### config.mk
export PLATFORM = sky130hd
export DESIGN_NAME = stable_sorted_ready_queue
export DESIGN_NICKNAME = d
export VERILOG_FILES = /design/src/srq_pkg.sv /design/src/srq_cell.sv /design/src/stable_sorted_ready_queue.sv
export SDC_FILE = /design/constraint.sdc
export NUM_CORES = 1
export LEC_CHECK = 0
export BUFFER_PORTS_ARGS = -buffer_cell sky130_fd_sc_hd__buf_2
export CAP_MARGIN = 20
export CORE_MARGIN = 4
export CORE_UTILIZATION = 25
export DETAILED_ROUTE_END_ITERATION = 10
export HOLD_SLACK_MARGIN = 0.1
export PLACE_DENSITY_LB_ADDON = 0.2
export SYNTH_ARGS = -nofsm -noshare
export SYNTH_HDL_FRONTEND = slang
export SYNTH_SLANG_ARGS = --single-unit
### constraint.sdc
create_clock -name aclk -period 12.1 [get_ports aclk]
set_input_delay 2.42 -clock aclk [delete_from_list [all_inputs] [get_ports aclk]]
set_output_delay 2.42 -clock aclk [all_outputs]
set_load 0.005 [all_outputs]
### src/srq_pkg.sv
// srq_pkg: shared constants, command/status codes and cell control struct
// for the stable sorted ready queue. No dependencies.
`default_nettype none
package srq_pkg;

    localparam int QUEUE_DEPTH = 16;
    localparam int KEY_BITS    = 16;
    localparam int ID_BITS     = 8;
    localparam int CNT_BITS    = $clog2(QUEUE_DEPTH + 1);
    localparam int STATUS_BITS = 2;

    localparam logic CMD_INSERT = 1'b0;
    localparam logic CMD_POP    = 1'b1;

    localparam logic MODE_ARRIVAL = 1'b0;
    localparam logic MODE_SORTED  = 1'b1;

    localparam logic [STATUS_BITS-1:0] ST_OK    = 2'd0;
    localparam logic [STATUS_BITS-1:0] ST_FULL  = 2'd1;
    localparam logic [STATUS_BITS-1:0] ST_EMPTY = 2'd2;

    // per-cell control from the queue controller
    typedef struct packed {
        logic ins;     // insert this cycle
        logic pop;     // pop this cycle
        logic sorted;  // sorted insert mode
        logic occ;     // cell holds a live entry
        logic tail;    // cell is the first free slot
    } cell_ctrl_t;

endpackage
`default_nettype wire

### src/srq_cell.sv
// srq_cell: one slot of the queue; holds an (id, key) entry and shifts with
// its neighbors on insert and pop. Depends on srq_pkg.
`default_nettype none
module srq_cell (
    input  wire                         aclk,
    input  srq_pkg::cell_ctrl_t         ctrl,
    input  wire  [srq_pkg::KEY_BITS-1:0] new_key,
    input  wire  [srq_pkg::ID_BITS-1:0]  new_id,
    input  wire  [srq_pkg::KEY_BITS-1:0] left_key,
    input  wire  [srq_pkg::ID_BITS-1:0]  left_id,
    input  wire  [srq_pkg::KEY_BITS-1:0] right_key,
    input  wire  [srq_pkg::ID_BITS-1:0]  right_id,
    input  wire                         found_in,
    output logic                        found_out,
    output logic [srq_pkg::KEY_BITS-1:0] key_reg,
    output logic [srq_pkg::ID_BITS-1:0]  id_reg
);

    logic gt;

    // strictly greater keeps equal keys in arrival order
    assign gt        = ctrl.sorted && ctrl.occ && (key_reg > new_key);
    assign found_out = found_in | gt;

    always_ff @(posedge aclk) begin
        if (ctrl.ins) begin
            if (found_in) begin
                key_reg <= left_key;
                id_reg  <= left_id;
            end else if (gt || ctrl.tail) begin
                key_reg <= new_key;
                id_reg  <= new_id;
            end
        end else if (ctrl.pop) begin
            key_reg <= right_key;
            id_reg  <= right_id;
        end
    end

endmodule
`default_nettype wire

### src/stable_sorted_ready_queue.sv
// stable_sorted_ready_queue: top level; a row of srq_cell slots, the fill
// counter, the APB mode register and the result register. Depends on srq_pkg.
//
// Usage:
//   s_ channel carries commands: s_tuser is the command (insert or pop),
//   s_tdata holds the entry id and key. m_ channel returns one result per
//   command: m_tuser is the status, m_tdata the popped entry, the count and
//   the head key with its valid flag.
//   Every slot compares its key with the new key in parallel and shifts in
//   the same cycle, so one command is taken per cycle unless the receiver
//   stalls; the result is registered and appears in the cycle after acceptance.
//   If the receiver stalls with a result pending, s_tready drops until that
//   result is taken; a command is taken in the same cycle the result leaves.
//   Reset (aresetn low, synchronous) empties the queue and sets order_mode
//   to sorted. order_mode at APB address 0 must be written only while idle;
//   the block does not enforce it; a mode change never reorders stored entries.
`default_nettype none
module stable_sorted_ready_queue (
    input  wire         aclk,
    input  wire         aresetn,
    // s_tdata: entry_id [7:0], entry_key [23:8]
    input  wire  [23:0] s_tdata,
    // s_tuser: cmd [0]
    input  wire  [0:0]  s_tuser,
    input  wire         s_tvalid,
    output logic        s_tready,
    // m_tdata: popped_id [7:0], popped_key [23:8], entry_count [28:24],
    //          head_valid [29], head_key [45:30], zero [47:46]
    output logic [47:0] m_tdata,
    // m_tuser: status [1:0]
    output logic [1:0]  m_tuser,
    output logic        m_tvalid,
    input  wire         m_tready,
    input  wire         psel,
    input  wire         penable,
    input  wire         pwrite,
    input  wire  [2:0]  paddr,
    input  wire  [31:0] pwdata,
    output logic [31:0] prdata,
    output logic        pready
);

    localparam int N  = srq_pkg::QUEUE_DEPTH;
    localparam int KB = srq_pkg::KEY_BITS;
    localparam int IB = srq_pkg::ID_BITS;
    localparam int CB = srq_pkg::CNT_BITS;

    logic [CB-1:0] count_reg, count_next;
    logic          mode_reg;
    logic          m_tvalid_reg;
    logic [srq_pkg::STATUS_BITS-1:0] status_reg, status_next;
    logic [IB-1:0] pid_reg, pid_next;
    logic [KB-1:0] pkey_reg, pkey_next;
    logic [CB-1:0] cnt_out_reg;
    logic          hvalid_reg;
    logic [KB-1:0] hkey_reg, hkey_next;

    logic [KB-1:0] new_key;
    logic [IB-1:0] new_id;
    logic          accept, is_insert, full, empty, do_ins, do_pop;

    logic [KB-1:0] key_q [N];
    logic [IB-1:0] id_q  [N];
    logic [N:0]    found;

    assign new_id  = s_tdata[IB-1:0];
    assign new_key = s_tdata[IB+KB-1:IB];

    assign s_tready  = !m_tvalid_reg || m_tready;
    assign accept    = s_tvalid && s_tready;
    assign is_insert = (s_tuser[0] == srq_pkg::CMD_INSERT);
    assign full      = (count_reg == CB'(N));
    assign empty     = (count_reg == '0);
    assign do_ins    = accept && is_insert && !full;
    assign do_pop    = accept && !is_insert && !empty;

    assign found[0] = 1'b0;

    for (genvar i = 0; i < N; i++) begin : g_cell
        srq_pkg::cell_ctrl_t c;
        logic [KB-1:0] lk, rk;
        logic [IB-1:0] li, ri;

        assign c.ins    = do_ins;
        assign c.pop    = do_pop;
        assign c.sorted = (mode_reg == srq_pkg::MODE_SORTED);
        assign c.occ    = (CB'(i) < count_reg);
        assign c.tail   = (CB'(i) == count_reg);

        if (i == 0) begin : g_first
            assign lk = new_key;
            assign li = new_id;
        end else begin : g_mid
            assign lk = key_q[i-1];
            assign li = id_q[i-1];
        end

        if (i == N - 1) begin : g_last
            assign rk = key_q[i];
            assign ri = id_q[i];
        end else begin : g_inner
            assign rk = key_q[i+1];
            assign ri = id_q[i+1];
        end

        srq_cell u_cell (
            .aclk      (aclk),
            .ctrl      (c),
            .new_key   (new_key),
            .new_id    (new_id),
            .left_key  (lk),
            .left_id   (li),
            .right_key (rk),
            .right_id  (ri),
            .found_in  (found[i]),
            .found_out (found[i+1]),
            .key_reg   (key_q[i]),
            .id_reg    (id_q[i])
        );
    end

    // result of the command being accepted, from the state before it
    always_comb begin
        status_next = srq_pkg::ST_OK;
        pid_next    = '0;
        pkey_next   = '0;
        count_next  = count_reg;
        hkey_next   = empty ? '0 : key_q[0];
        if (is_insert) begin
            if (full) begin
                status_next = srq_pkg::ST_FULL;
            end else begin
                count_next = count_reg + CB'(1);
                // new entry is head if empty, or if sorted and head key is greater
                if (empty || found[1]) begin
                    hkey_next = new_key;
                end
            end
        end else begin
            if (empty) begin
                status_next = srq_pkg::ST_EMPTY;
            end else begin
                pid_next   = id_q[0];
                pkey_next  = key_q[0];
                count_next = count_reg - CB'(1);
                hkey_next  = (count_reg > CB'(1)) ? key_q[1] : '0;
            end
        end
    end

    always_ff @(posedge aclk) begin
        if (!aresetn) begin
            count_reg    <= '0;
            mode_reg     <= srq_pkg::MODE_SORTED;
            m_tvalid_reg <= 1'b0;
        end else begin
            if (psel && penable && pwrite && paddr[2] == 1'b0) begin
                mode_reg <= pwdata[0];
            end
            if (accept) begin
                count_reg    <= count_next;
                m_tvalid_reg <= 1'b1;
            end else if (m_tready) begin
                m_tvalid_reg <= 1'b0;
            end
        end
    end

    always_ff @(posedge aclk) begin
        if (accept) begin
            status_reg  <= status_next;
            pid_reg     <= pid_next;
            pkey_reg    <= pkey_next;
            cnt_out_reg <= count_next;
            hvalid_reg  <= (count_next != '0);
            hkey_reg    <= hkey_next;
        end
    end

    assign m_tvalid = m_tvalid_reg;
    assign m_tuser  = status_reg;
    assign m_tdata  = {2'b00, hkey_reg, hvalid_reg, cnt_out_reg, pkey_reg, pid_reg};

    assign pready = 1'b1;
    assign prdata = (paddr[2] == 1'b0) ? {31'd0, mode_reg} : 32'd0;

endmodule
`default_nettype wire

==> results.sh, run 1 <==
export IMPL_cts_tree="done"
export IMPL_grt_pass1_vias=22900
export IMPL_clk_latency_ns=0.62
export IMPL_die_height_um=346
export IMPL_finalHoldViolCount=0
export IMPL_dieArea_um2=120000
export IMPL_synth_edf_count=432
export IMPL_track_usage_pct=16.6
export IMPL_fin_ws_ns=4.47
export IMPL_layout_cells_non_filler=4360
export IMPL_fin_nets=3147
export IMPL_vias=22800
export IMPL_dpl_hpwl_um=72100
export IMPL_grt_max_degree=228
export IMPL_layout_drive_gt1_share_pct=9.72
export IMPL_drt_wl_total_um=103000
export IMPL_grt_pass1_wl_um=153000
export IMPL_power_density_nw_per_um2=166
export IMPL_postSynthCellCount=2824
export IMPL_design_core_area_um2=113000
export IMPL_gp_congestion=0.822
export IMPL_cap_viol_max_count=0
export IMPL_outcome="finished clean"
export IMPL_layout_common_cells="432 x edfxtp_1, 351 x nand2_1, 340 x o21ai_0"
export IMPL_area_growth_pct=13.0
export IMPL_tightest_slew_ns=1.17
export IMPL_end_kind="flip-flop"
export IMPL_met1_usage_pct=22.5
export IMPL_synth_seq_cells=439
export IMPL_first_pass_iters=6
export IMPL_yosysSeqAreaShare_pct=46.0
export IMPL_drv_slew=0
export IMPL_relSlewSlack_pct=21.9
export IMPL_tritoncts_num_buffers=55
export IMPL_std_cell_rows=123
export IMPL_final_area_um2=32200
export IMPL_place_ws_ns=3.86
export IMPL_numPortBuffers=84
export IMPL_period_share_pct=63.1
export IMPL_critPathLaunchType="input port"
export IMPL_required_ns=12.40
export IMPL_fill_cells=11900
export IMPL_synthFlopType="edfxtp_1"
export IMPL_use_met2_pct=27.6
export IMPL_period_minus_slack_ns=7.63
export IMPL_use_met3_pct=2.29
export IMPL_holdCritPathClass="flip-flop to flip-flop"
export IMPL_busiest_layer="met2"
export IMPL_start_util_pct=25.3
export IMPL_wire_per_inst_um=23.7
export IMPL_startpoint="s_tdata[18]"
export IMPL_cts_sinks=439
export IMPL_hold_start="m_tvalid"
export IMPL_r2r_slack_ns=6.78
export IMPL_cts_resized=0
export IMPL_clkTransAtPathRegs_ns=0.06
export IMPL_largest_register_ffs=256
export IMPL_synth_cell_type_count=70
export IMPL_setup_viol=0
export IMPL_final_common_cell="edfxtp_1"
export IMPL_drc=0
export IMPL_pin_count=152
export IMPL_worst_path_max_fanout=58
export IMPL_clock_root_buffer="clkbuf_16"
export IMPL_final_core_util_pct=28.6
export IMPL_ys_warn_count=0
export IMPL_post_cts_buffers=0
export IMPL_ant_nets=0
export IMPL_worst_r2r_startpoint="g_cell[0].u_cell.key_reg[10]"
export IMPL_dp_cells=4260
export IMPL_irDropWorstVdd_uv=96.1
export IMPL_fmax_mhz=131
export IMPL_synth_area_um2=28500
export IMPL_synth_avg_cell_area_um2=10.1
export IMPL_synth_async_reset_ratio_pct=0
export IMPL_p_leak_nw=12.5
export IMPL_antenna_found_initial=3
export IMPL_drtIter0Drc=1843
export IMPL_cts_buffer_depth=3
export IMPL_hold_buffers=0
export IMPL_rsz0062_at_grt="false"
export IMPL_critPathKind="input port to flip-flop"
export IMPL_gr_total_overflow=0
export IMPL_worst_endpoint_arrival_ns=7.94
export IMPL_place_area_um2=30400
export IMPL_die_w_um=346
export IMPL_setup_tns_ns=0
export IMPL_skew_ns=0.0199
export IMPL_viasPerCell=5.22
export IMPL_htree_num_levels=2
==> stage by stage <==
stage                     hold slack (ns)  total power [mW]
after global routing                0.579              5.63
final                               0.527              5.35
after global placement              0.512              3.69
after floorplan                     0.514              3.18
after detailed placement            0.524              3.70
after CTS                           0.532              5.38
==> cells by family after synthesis <==
kind of cell | after synthesis | share of synthesized area, %
muxes | 208 | 7.54
xor gates and xnor gates | 2 | 0.0614
adders and majority gates | 261 | 11.5
AOI/OAI and AO/OA | 893 | 18.7
other | 2 | 0.0263
buffers and inverters | 302 | 4.98
DFF | 439 | 46.0
and+or+nand+nor | 717 | 11.3
==> worst max-delay path: stages <==
cell	delay [ns]
buf_2	0.38
inv_1	0.56
ha_1	0.53
and4_1	0.25
or4b_1	0.48
o31a_1	0.29
a22oi_2	0.15
buf_4	0.56
nand4_4	0.86
buf_4	0.59
nor2_1	0.35
a31oi_4	0.12
buf_4	0.31
==> synth_stat cells (all sizes together) (4+ instances only) <==
master | instances | area share (%)
o221ai | 10 | 0.31
a22oi | 8 | 0.23
nor2 | 162 | 2.1
mux2 | 24 | 1.1
buf | 87 | 2.1
and2 | 9 | 0.20
nand2 | 352 | 4.6
or3 | 15 | 0.33
nor4 | 13 | 0.29
a211oi | 17 | 0.45
nand3 | 30 | 0.57
a41oi | 5 | 0.15
a21o | 20 | 0.53
inv | 56 | 0.74
dfxtp | 7 | 0.49
a21boi | 12 | 0.32
a211o | 5 | 0.15
ha | 261 | 11
nor2b | 18 | 0.39
a21oi | 173 | 3.0
nor3b | 4 | 0.12
o21ai | 348 | 6.1
a2111oi | 5 | 0.15
o31ai | 6 | 0.18
a221o | 4 | 0.14
nor3 | 12 | 0.21
o211ai | 108 | 2.8
nand4 | 47 | 1.1
a31oi | 134 | 2.9
o21a | 16 | 0.42
mux2i | 184 | 6.5
and4 | 13 | 0.40
a221oi | 4 | 0.12
clkbuf | 159 | 2.1
edfxtp | 432 | 45
o31a | 6 | 0.18
and3 | 31 | 0.68
==> power breakdown <==
group | switching [mW] | internal, mW
Sequential | 0.144 | 1.94
Combinational | 1.06 | 0.540
Clock | 0.692 | 0.974
Total | 1.90 | 3.45
==> metal layers <==
metal / routed length (um) / up-vias / part of all wire, %
met5: 12 / - / 0.012
met1: 47500 / 11500 / 46
met3: 4380 / 140 / 4.2
met2: 48200 / 515 / 47
met4: 3090 / 2 / 3.0
li1: - / 10600 / -
==> path summary, 6_finish.rpt <==
path / end / depth (start not counted)
worst max-delay path: g_cell[14].u_cell.id_reg[4] / 13
worst min-delay path: m_tvalid / 2
worst max register to register: g_cell[14].u_cell.id_reg[4] / 11
worst min register to register: m_tvalid / 2
==> final cells by class <==
cell class	instances	area [um2]	area share, %
diodes	1	2.50	0.00776
clock buffers	73	1470	4.57
clock inverters	24	263	0.815
inverters	56	210	0.652
multi-input cells	2115	14300	44.4
flip-flops and latches	439	13100	40.7
well taps	1500	1880	5.82
repair buffers	152	988	3.07
Power figures use the tool's default switching activity.
==> inputs of run 2 (changes only) <==
Settings changed: ABC_AREA set to 1.
Clock period 12.1 ns to 6.87 ns, I/O delays scaled along.
==> results.sh, run 2 <==
export IMPL_outcome="finished clean"
export IMPL_cts_resized=0
export IMPL_power_density_nw_per_um2=275
export IMPL_dpl_hpwl_um=67200
export IMPL_clock_root_buffer="clkbuf_16"
export IMPL_finalHoldViolCount=0
export IMPL_largest_register_ffs=256
export IMPL_post_synth_top_count_cell="nand2_1"
export IMPL_antenna_found_initial=2
export IMPL_vias=22600
export IMPL_ys_warn_count=0
export IMPL_ant_nets=0
export IMPL_setup_viol=0
export IMPL_clkTransAtPathRegs_ns=0.06
export IMPL_p_comb_share_pct=25.4
export IMPL_post_synth_top_area_fraction_pct=47.0
export IMPL_holdCritPathClass="flip-flop to flip-flop"
export IMPL_yosysSeqAreaShare_pct=47.5
export IMPL_relSlewSlack_pct=30.1
export IMPL_design_core_area_um2=109000
export IMPL_fin_ws_ns=1.44
export IMPL_p_sw_share_pct=35.2
export IMPL_seq_power_share_pct=42.5
export IMPL_yosysTopAreaCell="edfxtp_1"
export IMPL_place_ws_ns=0.771
export IMPL_std_cell_rows=121
export IMPL_worst_path_max_fanout=24
export IMPL_cts_sinks=439
export IMPL_fin_nets=3311
export IMPL_clkPwrFrac_pct=32.1
export IMPL_grt_pass1_wl_um=143000
export IMPL_grt_max_degree=179
export IMPL_numPortBuffers=84
export IMPL_first_pass_iters=5
export IMPL_critPathLaunchType="input port"
export IMPL_synthFlopType="edfxtp_1"
export IMPL_pin_count=152
export IMPL_cts_tree="done"
export IMPL_htree_num_levels=2
export IMPL_synth_avg_cell_area_um2=9.28
export IMPL_place_area_um2=29500
export IMPL_die_height_um=340
export IMPL_wire_per_inst_um=20.9
export IMPL_startpoint="s_tdata[23]"
export IMPL_fill_cells=11800
export IMPL_final_core_util_pct=28.6
export IMPL_gp_congestion=0.806
export IMPL_final_area_um2=31300
export IMPL_cts_buffer_depth=3
export IMPL_synth_cell_type_count=55
export IMPL_postSynthCellCount=2975
export IMPL_cap_viol_max_count=0
export IMPL_final_common_cell="nand2_1"
export IMPL_tritoncts_num_buffers=54
export IMPL_worst_r2r_startpoint="count_reg[0]"
export IMPL_clk_latency_ns=0.64
export IMPL_p_int_mw=5.57
export IMPL_hold_buffers=0
export IMPL_worst_endpoint_arrival_ns=5.75
export IMPL_yosys_top_cells_area="edfxtp_1 47%, ha_1 12%, nand2_1 7.7%"
export IMPL_viasPerCell=5.01
export IMPL_power_total_mw=8.59
export IMPL_post_cts_buffers=0
export IMPL_gr_total_overflow=0
export IMPL_period_minus_slack_ns=5.43
export IMPL_drv_slew=0
export IMPL_synth_async_reset_ratio_pct=0
export IMPL_grt_pass1_vias=22900
export IMPL_synth_seq_cells=439
export IMPL_dieArea_um2=116000
export IMPL_skew_ns=0.0312
export IMPL_tightest_slew_ns=1.05
export IMPL_rsz0062_at_grt="false"
export IMPL_layout_common_cells="567 x nand2_1, 432 x edfxtp_1, 338 x nand3_1"
export IMPL_p_switching_mw=3.02
export IMPL_drtIter0Drc=1634
export IMPL_fmax_mhz=184
export IMPL_p_leak_nw=12.2
export IMPL_synth_edf_count=432
export IMPL_drc=0
export IMPL_drt_wl_total_um=94000
export IMPL_setup_tns_ns=0
export IMPL_track_usage_pct=15.7
export IMPL_end_kind="flip-flop"
export IMPL_synth_area_um2=27600
export IMPL_start_util_pct=25.3
export IMPL_area_growth_pct=13.2
export IMPL_layout_drive_gt1_share_pct=9.15
export IMPL_die_w_um=340
export IMPL_critPathKind="input port to flip-flop"
export IMPL_synthTopCellsByCount="570 x nand2_1, 432 x edfxtp_1, 340 x nand3_1"
export IMPL_hold_start="m_tvalid"
export IMPL_required_ns=7.19
export IMPL_period_share_pct=79.1
export IMPL_irDropWorstVdd_uv=174
## run 2: cell count changes after synthesis, sizes merged, moves of 137 or more
cell / delta
inv: +137
mux2i: -184
nand2: +219
nand3: +312
o211ai: +149
o21ai: -190
## run 2: final cells by class
type	count	area, um2	share of cell area (%)
Timing Repair Buffer	148	1010	3.22
Inverter	198	751	2.40
Multi-Input combinational cell	2142	12900	41.3
Tap cell	1476	1850	5.91
Sequential cell	439	13100	41.9
Clock inverter	34	231	0.740
Antenna cell	1	2.50	0.00800
Clock buffer	67	1410	4.51
## run 2: power groups by stage
stage	registers, mW	logic, mW	clock network [mW]
2_1_floorplan	3.60	1.51	0
3_3_place_gp	3.71	2.15	0
3_5_place_dp	3.71	2.19	0
4_1_cts	3.65	2.19	2.82
5_1_grt	3.68	2.47	2.93
6_report	3.65	2.18	2.76
## run 2: cells by family (layout without fill, tap and decap cells)
kind of cell,Yosys count,in the layout,synth area share (%)
simple gates,1154,1154,18.1
flops,439,439,47.5
fa+ha+maj,261,261,11.8
xor+xnor,2,2,0.0634
compound gates,691,691,16.1
other cells,2,35,0.0272
buf+inv,426,447,6.44
## run 2: per-stage QoR
| step | hold slack [ns] | cells |
|---|---|---|
| 6_report | 0.515 | 4505 |
| 5_1_grt | 0.552 | 4504 |
| 4_1_cts | 0.520 | 4501 |
| 3_5_place_dp | 0.513 | 4400 |
| 3_3_place_gp | 0.509 | 4399 |
| 2_1_floorplan | 0.495 | 3007 |
## run 2: path summary, 6_finish.rpt
kind	slack (ns)	endpoint	cells past startpoint
max	1.44	g_cell[12].u_cell.id_reg[4]	17
max reg2reg	2.13	g_cell[12].u_cell.key_reg[0]	11
min reg2reg	0.51	m_tvalid	2
min	0.51	m_tvalid	2
## run 2: metal layers
metal  global-route usage, %  up-vias  wire (um)
li1                        -    10800          -
met1                    21.4    11200      43600
met2                    26.4      411      44500
met3                    2.13      122       3730
met4                    3.80        2       2190
met5                       0        -          7
## run 2: critical path: stages
cell     delay, ns
buf_2         0.25
inv_1         0.33
ha_1          0.41
nand2_1       0.07
nor2_1        0.12
nand2_1       0.07
nor3_1        0.43
nand2_1       0.11
nand3_1       0.23
nand4_4       0.15
nor2_4        0.25
nand4_4       0.37
nor2_4        0.51
nand2_2       0.46
o21ai_1       0.26
inv_1         0.05
buf_4         0.28
==> inputs of run 3 (changes only) <==
Settings changed: ABC_AREA 1 to 0.
Clock period 6.87 ns to 4.8 ns, I/O delays scaled along.
==> results.sh, run 3 (synthesized netlist as in run 1, its figures left out) <==
export IMPL_critPathLaunchType="input port"
export IMPL_critPathSlowestCell="inv_1"
export IMPL_fill_cells=11800
export IMPL_antenna_found_initial=10
export IMPL_holdCritPathClass="flip-flop to flip-flop"
export IMPL_die_height_um=346
export IMPL_critPathKind="input port to flip-flop"
export IMPL_first_pass_iters=6
export IMPL_place_area_um2=31600
export IMPL_ant_nets=0
export IMPL_viasPerCell=5.24
export IMPL_design_core_area_um2=113000
export IMPL_area_growth_pct=16.7
export IMPL_power_total_mw=13.8
export IMPL_period_share_pct=85.7
export IMPL_critPathTopFamily="simple AND/OR/NAND/NOR gates"
export IMPL_power_density_nw_per_um2=416
export IMPL_grt_pass1_wl_um=164000
export IMPL_required_ns=5.13
export IMPL_dpl_hpwl_um=82900
export IMPL_tritoncts_num_buffers=53
export IMPL_grt_pass1_vias=22400
export IMPL_cts_resized=0
export IMPL_end_kind="flip-flop"
export IMPL_p_leak_nw=13.1
export IMPL_cts_tree="done"
export IMPL_post_cts_buffers=0
export IMPL_cap_viol_max_count=0
export IMPL_largest_register_ffs=256
export IMPL_fin_nets=3247
export IMPL_dieArea_um2=120000
export IMPL_die_w_um=346
export IMPL_drt_wl_total_um=114000
export IMPL_layout_drive_gt1_share_pct=13.0
export IMPL_setup_tns_ns=0
export IMPL_irDropWorstVdd_uv=283
export IMPL_gr_total_overflow=0
export IMPL_cts_sinks=439
export IMPL_track_usage_pct=18.4
export IMPL_outcome="finished clean"
export IMPL_numPortBuffers=84
export IMPL_worst_endpoint_arrival_ns=4.44
export IMPL_wire_per_inst_um=25.5
export IMPL_std_cell_rows=123
export IMPL_drv_slew=0
export IMPL_clk_latency_ns=0.64
export IMPL_hold_buffers=0
export IMPL_finalHoldViolCount=0
export IMPL_clock_root_buffer="clkbuf_16"
export IMPL_worst_path_max_fanout=16
export IMPL_clkTransAtPathRegs_ns=0.06
export IMPL_final_area_um2=33300
export IMPL_final_common_cell="edfxtp_1"
export IMPL_relSlewSlack_pct=28.1
export IMPL_tightest_slew_ns=1.08
export IMPL_layout_common_cells="432 x edfxtp_1, 351 x nand2_1, 340 x o21ai_0"
export IMPL_slowest_delay_ns=0.51
export IMPL_cts_buffer_depth=3
export IMPL_fmax_mhz=243
export IMPL_setup_viol=0
export IMPL_drc=0
export IMPL_grt_max_degree=203
export IMPL_vias=23400
export IMPL_period_minus_slack_ns=4.11
export IMPL_rsz0062_at_grt="false"
export IMPL_crit_chain="buf_2 -> inv_1 -> ha_1 -> and4_1 -> or4b_1 -> o31a_1 -> a22oi_2 -> and4_2 -> buf_4 -> mux2i_1 -> o21ai_0"
export IMPL_skew_ns=0.0384
export IMPL_drtIter0Drc=2418
export IMPL_gp_congestion=0.857
export IMPL_start_util_pct=25.3
export IMPL_htree_num_levels=2
export IMPL_pin_count=152
export IMPL_crit_buf_inv=3
run 3: changes by cell type in the layout (fill, tap and decap cells not counted), moves of 82 or more:
cell      delta
o211ai_1   -128
nand2_1    -216
mux2i_1    +184
nand3_1    -309
inv_1      -135
buf_4       +82
o21ai_0    +207
a31oi_1    +120
run 3: routing by layer:
layer	vias to the layer above	part of all wire, %	GRT usage (%)
met5	-	0	0
met4	0	2.7	4.78
met3	160	6.1	2.17
met2	869	44	28.3
met1	11500	47	27.2
li1	10900	-	-
run 3: tightest hold or removal path, delay by kind of cell (launching register included):
| family | cells | cell delay (ns) |
|---|---|---|
| AO/OA/AOI/OAI | 1 | 0.08 |
| AND/OR/NAND/NOR | 1 | 0.09 |
| flip-flops | 1 | 0.31 |
run 3: worst paths after layout:
check                                  start                            to  slack (ns)  cells past startpoint
worst max-delay path             s_tdata[16]  g_cell[5].u_cell.key_reg[11]        0.69                     11
worst max register to register  count_reg[1]    g_cell[6].u_cell.id_reg[5]        0.90                      9
worst min register to register      m_tvalid                      m_tvalid        0.53                      2
worst min-delay path                m_tvalid                      m_tvalid        0.53                      2
run 3: layout make-up:
cell class	instances	area, um2	share of cell area [%]
antenna	1	2.50	0.00752
clock buffer	77	1510	4.53
clock inverter	18	186	0.560
inverter	56	210	0.632
multi-input combinational	2115	14300	43.0
sequential	439	13100	39.4
tap	1500	1880	5.64
timing repair buffer	254	2070	6.23
run 3: per-stage QoR:
step / std cells / setup WS, ns / utilization [%] / hold slack (ns)
floorplan: 2856 / -0.140 / - / 0.514
finish: 4460 / 0.687 / 29.5 / 0.530
CTS: 4459 / 0.748 / 29.5 / 0.499
detailed placement: 4364 / 0.0841 / 28.0 / 0.526
global placement: 4364 / 0.0700 / 28.0 / 0.512
global route: 4459 / 0.476 / 29.5 / 0.524
run 3: power by group:
group	switching (mW)	total, mW	internal (mW)	leakage, nW
combinational	2.81	4.48	1.67	8.12
sequential	0.408	5.29	4.88	4.14
clock	1.73	4.06	2.33	0.833
total	4.95	13.8	8.89	13.1
